**config.mk**
```make
export PLATFORM = sky130hd
export DESIGN_NAME = cigar_match_mismatch_splitter_unit_flat
export DESIGN_NICKNAME = d
export VERILOG_FILES = /design/src/rtl/cmms_pkg.sv /design/src/rtl/cmms_if.sv /design/src/rtl/cigar_match_mismatch_splitter_unit.sv /design/src/flat_wrapper.sv
export SDC_FILE = /design/constraint.sdc
export NUM_CORES = 1
export LEC_CHECK = 0
export BUFFER_PORTS_ARGS = -buffer_cell sky130_fd_sc_hd__buf_2
export CAP_MARGIN = 5
export CORE_ASPECT_RATIO = 0.7
export CORE_MARGIN = 1.5
export CORE_UTILIZATION = 55
export CTS_CLUSTER_DIAMETER = 200
export CTS_CLUSTER_SIZE = 24
export DETAILED_ROUTE_END_ITERATION = 8
export GPL_TIMING_DRIVEN = 0
export PLACE_DENSITY = 0.75
export SLEW_MARGIN = 30
export SYNTH_ARGS = -nofsm -noshare
export SYNTH_HDL_FRONTEND = slang
export SYNTH_SLANG_ARGS = --single-unit
export TNS_END_PERCENT = 5
```
**constraint.sdc**
```tcl
create_clock -name clk -period 6.95 [get_ports clk]
set_clock_uncertainty 0.05 [all_clocks]
set_input_delay 0.695 -clock clk [delete_from_list [all_inputs] [get_ports clk]]
set_output_delay 0.695 -clock clk [all_outputs]
set_load 0.01 [all_outputs]
```
**src/rtl/cmms_pkg.sv**
```systemverilog
// ----------------------------------------------------------------------------
// cmms_pkg
// Types, codes and helpers shared by the CIGAR match/mismatch splitter.
// ----------------------------------------------------------------------------
package cmms_pkg;

    typedef logic [2:0]  opcode_t;
    typedef logic [2:0]  kind_t;
    typedef logic [15:0] length_t;
    typedef logic [7:0]  char_t;

    // input operation codes
    localparam opcode_t OP_HARD_CLIP = 3'd0;
    localparam opcode_t OP_SOFT_CLIP = 3'd1;
    localparam opcode_t OP_INSERTION = 3'd2;
    localparam opcode_t OP_DELETION  = 3'd3;
    localparam opcode_t OP_ALIGNED   = 3'd4;

    // output element kinds
    localparam kind_t KIND_SOFT     = 3'd0;
    localparam kind_t KIND_INS      = 3'd1;
    localparam kind_t KIND_DEL      = 3'd2;
    localparam kind_t KIND_MATCH    = 3'd3;
    localparam kind_t KIND_MISMATCH = 3'd4;

    localparam int unsigned MAX_OP_LEN_DEFAULT = 65535;

    // result queue, room for two elements per transaction plus slack
    localparam int FIFO_DEPTH = 4;

    typedef struct packed {
        kind_t   element_kind;
        length_t element_length;
        logic    final_result;
    } element_t;

    function automatic char_t to_upper(input char_t c);
        char_t r;
        r = c;
        if (c >= 8'h61 && c <= 8'h7a)
        begin
            r = c - 8'h20;
        end
        return r;
    endfunction

endpackage

```
**src/rtl/cmms_if.sv**
```systemverilog
// ----------------------------------------------------------------------------
// cmms_if
// Valid/ready channels for CIGAR operation items and extended CIGAR elements.
// ----------------------------------------------------------------------------
interface cmms_item_if;
    logic              valid;
    logic              ready;
    cmms_pkg::opcode_t opcode;
    cmms_pkg::length_t op_length;
    cmms_pkg::char_t   read_char;
    cmms_pkg::char_t   ref_char;
    logic              op_end;

    modport source (output valid, opcode, op_length, read_char, ref_char, op_end,
                    input ready);
    modport sink   (input valid, opcode, op_length, read_char, ref_char, op_end,
                    output ready);
endinterface

interface cmms_elem_if;
    logic              valid;
    logic              ready;
    cmms_pkg::kind_t   element_kind;
    cmms_pkg::length_t element_length;
    logic              final_result;

    modport source (output valid, element_kind, element_length, final_result,
                    input ready);
    modport sink   (input valid, element_kind, element_length, final_result,
                    output ready);
endinterface

```
**src/rtl/cigar_match_mismatch_splitter_unit.sv**
```systemverilog
// ----------------------------------------------------------------------------
// cigar_match_mismatch_splitter_unit
// Rewrites a CIGAR stream into extended form with = and X runs.
// ----------------------------------------------------------------------------
// Takes one item per cycle while ready: whole H/S/I/D operations or single
// aligned bases. Each accepted transaction yields zero, one or two elements,
// computed in the same cycle from the open run register and written to a
// four-entry result queue; an element appears on the output in the cycle
// after acceptance at the earliest. The queue drains one element per cycle
// while the output is ready; the input stays open while at least two queue
// entries are free. Element lengths are capped at min(MAX_OP_LEN, 65535).
module cigar_match_mismatch_splitter_unit #(
    parameter int unsigned MAX_OP_LEN = cmms_pkg::MAX_OP_LEN_DEFAULT
) (
    input  logic       clk,
    input  logic       rst_n,
    cmms_item_if.sink  item,
    cmms_elem_if.source elem
);

    localparam cmms_pkg::length_t LEN_LIMIT =
        16'((MAX_OP_LEN > 65535) ? 65535 : MAX_OP_LEN);
    localparam int PTR_W = $clog2(cmms_pkg::FIFO_DEPTH);
    localparam int CNT_W = $clog2(cmms_pkg::FIFO_DEPTH + 1);

    logic              run_mis_reg, run_mis_next;
    cmms_pkg::length_t run_len_reg, run_len_next;

    cmms_pkg::element_t fifo_mem [cmms_pkg::FIFO_DEPTH];
    logic [PTR_W-1:0]   wr_ptr_reg, wr_ptr_next;
    logic [PTR_W-1:0]   rd_ptr_reg, rd_ptr_next;
    logic [CNT_W-1:0]   count_reg, count_next;

    logic               accept, pop;
    logic               mis, extend;
    logic               e0_valid, e1_valid;
    cmms_pkg::element_t e0, e1, slot0, slot1;
    cmms_pkg::length_t  sat_len;
    logic [1:0]         push_cnt;

    assign accept = item.valid && item.ready;
    assign pop    = elem.valid && elem.ready;

    assign mis = cmms_pkg::to_upper(item.read_char) != cmms_pkg::to_upper(item.ref_char);
    assign extend = (run_len_reg != '0) && (run_mis_reg == mis) && (run_len_reg < LEN_LIMIT);
    assign sat_len = (item.op_length > LEN_LIMIT) ? LEN_LIMIT : item.op_length;

    always_comb
    begin
        run_mis_next = run_mis_reg;
        run_len_next = run_len_reg;
        e0_valid     = 1'b0;
        e1_valid     = 1'b0;
        // first element: the open run being closed
        e0.element_kind   = run_mis_reg ? cmms_pkg::KIND_MISMATCH : cmms_pkg::KIND_MATCH;
        e0.element_length = run_len_reg;
        e0.final_result   = 1'b0;
        e1.element_kind   = cmms_pkg::KIND_DEL;
        e1.element_length = sat_len;
        e1.final_result   = 1'b1;
        if (accept)
        begin
            if (item.opcode == cmms_pkg::OP_ALIGNED)
            begin
                if (extend)
                begin
                    run_len_next = run_len_reg + 16'd1;
                end
                else
                begin
                    e0_valid     = run_len_reg != '0;
                    run_mis_next = mis;
                    run_len_next = 16'd1;
                end
                if (item.op_end)
                begin
                    e1_valid          = 1'b1;
                    e1.element_kind   = run_mis_next ? cmms_pkg::KIND_MISMATCH
                                                     : cmms_pkg::KIND_MATCH;
                    e1.element_length = run_len_next;
                    run_mis_next      = 1'b0;
                    run_len_next      = '0;
                end
            end
            else
            begin
                e0_valid     = run_len_reg != '0;
                run_mis_next = 1'b0;
                run_len_next = '0;
                unique case (item.opcode)
                    cmms_pkg::OP_SOFT_CLIP:
                    begin
                        e1_valid        = item.op_length != '0;
                        e1.element_kind = cmms_pkg::KIND_SOFT;
                    end
                    cmms_pkg::OP_INSERTION:
                    begin
                        e1_valid        = item.op_length != '0;
                        e1.element_kind = cmms_pkg::KIND_INS;
                    end
                    cmms_pkg::OP_DELETION:
                    begin
                        e1_valid        = item.op_length != '0;
                        e1.element_kind = cmms_pkg::KIND_DEL;
                    end
                    default:
                    begin
                        e1_valid = 1'b0;
                    end
                endcase
            end
        end
        e0.final_result = !e1_valid;
    end

    // compact the two candidates into consecutive queue slots
    assign slot0    = e0_valid ? e0 : e1;
    assign slot1    = e1;
    assign push_cnt = {1'b0, e0_valid} + {1'b0, e1_valid};

    always_comb
    begin
        wr_ptr_next = wr_ptr_reg + PTR_W'(push_cnt);
        rd_ptr_next = rd_ptr_reg + PTR_W'(pop);
        count_next  = count_reg + CNT_W'(push_cnt) - CNT_W'(pop);
    end

    always_ff @(posedge clk)
    begin
        if (push_cnt != 2'd0)
        begin
            fifo_mem[wr_ptr_reg] <= slot0;
        end
        if (push_cnt == 2'd2)
        begin
            fifo_mem[wr_ptr_reg + PTR_W'(1)] <= slot1;
        end
    end

    always_ff @(posedge clk or negedge rst_n)
    begin
        if (!rst_n)
        begin
            run_mis_reg <= 1'b0;
            run_len_reg <= '0;
            wr_ptr_reg  <= '0;
            rd_ptr_reg  <= '0;
            count_reg   <= '0;
        end
        else
        begin
            run_mis_reg <= run_mis_next;
            run_len_reg <= run_len_next;
            wr_ptr_reg  <= wr_ptr_next;
            rd_ptr_reg  <= rd_ptr_next;
            count_reg   <= count_next;
        end
    end

    assign item.ready = count_reg <= CNT_W'(cmms_pkg::FIFO_DEPTH - 2);

    assign elem.valid          = count_reg != '0;
    assign elem.element_kind   = fifo_mem[rd_ptr_reg].element_kind;
    assign elem.element_length = fifo_mem[rd_ptr_reg].element_length;
    assign elem.final_result   = fifo_mem[rd_ptr_reg].final_result;

    // queue never overfills
    a_count_bound: assert property (@(posedge clk) disable iff (!rst_n)
        count_reg <= CNT_W'(cmms_pkg::FIFO_DEPTH))
        else $error("result queue overflow");

    // the last base of an operation always closes the run
    a_run_closed: assert property (@(posedge clk) disable iff (!rst_n)
        (accept && item.opcode == cmms_pkg::OP_ALIGNED && item.op_end) |=>
            (run_len_reg == '0))
        else $error("run left open after last aligned base");

    // open run never exceeds the length cap
    a_run_limit: assert property (@(posedge clk) disable iff (!rst_n)
        run_len_reg <= LEN_LIMIT)
        else $error("run length above limit");

    // every delivered element has a nonzero length
    a_elem_len: assert property (@(posedge clk) disable iff (!rst_n)
        elem.valid |-> (elem.element_length != '0))
        else $error("zero-length element emitted");

endmodule
```
**src/flat_wrapper.sv**
```systemverilog
// flat-port wrapper written by rule: the top's interface ports become plain ports
module cigar_match_mismatch_splitter_unit_flat 
#(
    parameter int unsigned MAX_OP_LEN = cmms_pkg::MAX_OP_LEN_DEFAULT
)
  (clk, rst_n, item_valid, item_opcode, item_op_length, item_read_char, item_ref_char, item_op_end, item_ready, elem_valid, elem_element_kind, elem_element_length, elem_final_result, elem_ready);
  cmms_item_if item_i ();
  cmms_elem_if elem_i ();
  input  logic clk;
  input  logic rst_n;
  input wire logic [$bits(item_i.valid)-1:0] item_valid;
  input wire logic [$bits(item_i.opcode)-1:0] item_opcode;
  input wire logic [$bits(item_i.op_length)-1:0] item_op_length;
  input wire logic [$bits(item_i.read_char)-1:0] item_read_char;
  input wire logic [$bits(item_i.ref_char)-1:0] item_ref_char;
  input wire logic [$bits(item_i.op_end)-1:0] item_op_end;
  output wire logic [$bits(item_i.ready)-1:0] item_ready;
  output wire logic [$bits(elem_i.valid)-1:0] elem_valid;
  output wire logic [$bits(elem_i.element_kind)-1:0] elem_element_kind;
  output wire logic [$bits(elem_i.element_length)-1:0] elem_element_length;
  output wire logic [$bits(elem_i.final_result)-1:0] elem_final_result;
  input wire logic [$bits(elem_i.ready)-1:0] elem_ready;
  assign item_i.valid = item_valid;
  assign item_i.opcode = item_opcode;
  assign item_i.op_length = item_op_length;
  assign item_i.read_char = item_read_char;
  assign item_i.ref_char = item_ref_char;
  assign item_i.op_end = item_op_end;
  assign item_ready = item_i.ready;
  assign elem_valid = elem_i.valid;
  assign elem_element_kind = elem_i.element_kind;
  assign elem_element_length = elem_i.element_length;
  assign elem_final_result = elem_i.final_result;
  assign elem_i.ready = elem_ready;
  cigar_match_mismatch_splitter_unit #(.MAX_OP_LEN(MAX_OP_LEN)) u_core (.clk(clk), .rst_n(rst_n), .item(item_i), .elem(elem_i));
endmodule
```
==> results.py <==
metrics = {
    "routing": {
        "drtIter0Drc": 464,
        "wl_met1_um": 7009,
        "dr.max_layer_used": "met4",
        "vias": 4938,
        "wl_um": 16900,
        "postRouteAntennaNets": 0,
        "vias_per_cell": 6.575,
        "routedWlPerCell_um": 22.51,
        "met3_length_um": 1882,
        "drt_first_pass_iters": 5,
        "wl_met2_um": 7760,
        "drc": 0,
    },
    "synthesis": {
        "ys_seq_area_share_pct": 48.15,
        "async_flop_share_pct": 23.08,
        "synth_cells": 521,
        "syn_area_sq_um": 6153,
        "synth_area_leaders": "edfxtp_1, dfrtp_1, mux4_2",
        "synth_edf_count": 76,
        "syn_nets": 574,
        "synth_top_flop_cell": "edfxtp_1",
        "synthDistinctLibCells": 61,
        "yosysTopAreaCell": "edfxtp_1",
        "synth_area_per_cell_sq_um": 11.81,
        "ys_warn_count": 0,
        "synth.top_cell.area_share_pct": 37.09,
        "postSynthRegisterBits": 104,
    },
    "critical_path": {
        "worst-path-max-fanout": 10,
        "cp-end-kind": "flop",
        "startpoint": "item_read_char[1]",
        "arrival_ns": 5.82,
        "slowest_delay_ns": 0.73,
        "worst_setup_path_start_kind": "input pin",
        "path_class": "input pin to flop",
        "worstPathRequired_ns": 7.13,
        "cpMaxStageDelayCell": "mux2i_2",
        "worstPathCellList": "buf_2, or4_1, o21bai_2, nor3_1, xnor3_1, nor4_4, mux2i_2, nand2_1, ha_1, nor2b_1, nand2_1, nor3_1, clkbuf_1, a22o_1",
        "timing.rr.start": "u_core.run_len_reg[1]",
        "worst-path-buf-inv": 2,
        "cp_top_family": "simple AND/OR/NAND/NOR gates",
    },
    "placement": {
        "numPortBuffers": 61,
        "pre_cts_ws_ns": 0.8613,
        "routabilityCongestion": 0.9528,
        "dp_hpwl_um": 12360,
    },
    "sta": {
        "setup_viol": 0,
        "rsz0062_at_grt": "false",
        "tns_ns": 0,
        "fmax_ghz": 0.1770,
        "maxSlewViolCount": 0,
        "finalHoldViolCount": 0,
        "period_share_pct": 81.29,
        "tightestPinTransition_ns": 0.8814,
        "slew_headroom_pct": 40.79,
        "fin_ws_ns": 1.301,
        "period_minus_slack_ns": 5.649,
    },
    "die": {
        "core_area_sq_um": 10970,
        "start_util_pct": 56.09,
        "io_pins": 62,
        "row_count": 32,
        "die_x_um": 129.4,
        "die_area_sq_um": 11840,
        "die_y_um": 91.50,
    },
    "run_status": {
        "status": "finished clean",
    },
    "layout": {
        "final_net_count": 646,
        "num_antenna_cells": 0,
        "areaGrowthSynthToFinish_pct": 12.79,
        "drive_gt1_share_pct": 20.57,
        "largest_register_ffs": 80,
        "mostFrequentLayoutCells": "edfxtp_1, buf_2, a22o_1",
        "layout_commonest_cell": "edfxtp_1",
    },
    "clock_network": {
        "clkLatencyLatePin_ns": 0.35,
        "cts-hold-fix-buffers": 0,
        "clkTransAtPathRegs_ns": 0.07,
        "clockBufferDepth": 2,
        "cts_resized": 0,
        "cts_buffers": 9,
        "ctsHtreeMaxLevel": 3,
        "cts_sinks": 104,
        "post_cts_buffers": 0,
        "cts_tree": "built",
        "root_buffer": "clkbuf_16",
    },
    "power_and_ir_drop": {
        "power_leakage_nw": 2.491,
        "vdd_drop_max_v": 0.0001449,
        "powerDensity_nw_per_um2": 297.1,
    },
    "grt": {
        "grt_pass1_wl_um": 26120,
        "antenna_found_initial": 0,
        "first_global_vias": 4697,
        "grt_usage_pct": 29.99,
        "grt_max_degree": 25,
        "overflow": 0,
    },
    "job": {
        "maxCapViolCount": 0,
    },
    "worst_hold_path": {
        "hold_path.class": "input pin to async pin",
    },
}
[kinds of logic after synthesis]
family	synth area share [%]
and+or+nand+nor	11.94
AOI/OAI and AO/OA	20.33
DFF	48.15
buffers and inverters	3.945
muxes	8.235
adders and majority gates	2.765
xor gates and xnor gates	4.636
[cell usage after synthesis, types with 5 or more instances]
| cell type | n |
|---|---|
| nor4_1 | 8 |
| buf_2 | 8 |
| a21oi_1 | 11 |
| nand3_1 | 17 |
| and2_1 | 6 |
| o311ai_1 | 5 |
| edfxtp_1 | 76 |
| o22ai_1 | 17 |
| a22o_1 | 45 |
| nor3_1 | 18 |
| dfrtp_1 | 24 |
| nor3b_1 | 8 |
| ha_1 | 12 |
| o21a_1 | 10 |
| xor2_1 | 13 |
| mux4_2 | 20 |
| and3_1 | 9 |
| o21ai_0 | 6 |
| nand2_1 | 21 |
| o31ai_1 | 6 |
| inv_1 | 21 |
| nor2_1 | 20 |
| clkbuf_1 | 26 |
| or3_1 | 7 |
| o2bb2ai_1 | 23 |
| xnor2_1 | 17 |
[layout make-up]
class	count	area (sq um)
buffer	39	166.4
clock buffer	10	229.0
clock inverter	6	43.79
fill	905	4030
inverter	21	78.83
multi-input combinational	357	2963
sequential	104	2963
tap	153	191.4
timing repair buffer	61	305.3
[report_power, final]
group,leakage (nW),total [W],internal (W),switching (W)
Sequential,1.03,0.000854,0.000807,0.0000465
Combinational,1.33,0.000730,0.000299,0.000431
Clock,0.128,0.000478,0.000245,0.000233
Total,2.49,0.00206,0.00135,0.000710
[through the flow]
stage / area, sq um / cells / util (%) / power, W / hold slack (ns)
2_1_floorplan: 6153 / 521 / - / 0.001336 / 0.3494
3_3_place_gp: 6650 / 735 / 60.62 / 0.001563 / 0.4048
3_5_place_dp: 6664 / 735 / 60.74 / 0.001593 / 0.4125
4_1_cts: 6937 / 751 / 63.23 / 0.002061 / 0.3245
5_1_grt: 6940 / 751 / 63.26 / 0.002159 / 0.3602
6_report: 6940 / 751 / 63.26 / 0.002062 / 0.2993
[path summary, 6_finish.rpt]
| kind | end | slack [ns] | cells after the start |
|---|---|---|---|
| hold / removal | u_core.run_len_reg[10] | 0.30 | 1 |
| setup / recovery | u_core.fifo_mem[3][16] | 1.30 | 14 |
| setup reg to reg | u_core.fifo_mem[3][16] | 1.35 | 14 |
| min in group clk | u_core.fifo_mem[0][0] | 0.43 | 2 |
| max in group asynchronous | u_core.run_len_reg[9] | 6.14 | 1 |
| hold reg to reg | u_core.fifo_mem[0][0] | 0.43 | 2 |
[layer usage]
layer / up-vias / GRT usage (%)
met5: - / 0
met4: 0 / 8.241
met3: 32 / 8.014
met2: 292 / 45.35
met1: 2401 / 42.75
li1: 2213 / -
(Power assumes the default switching activity.)
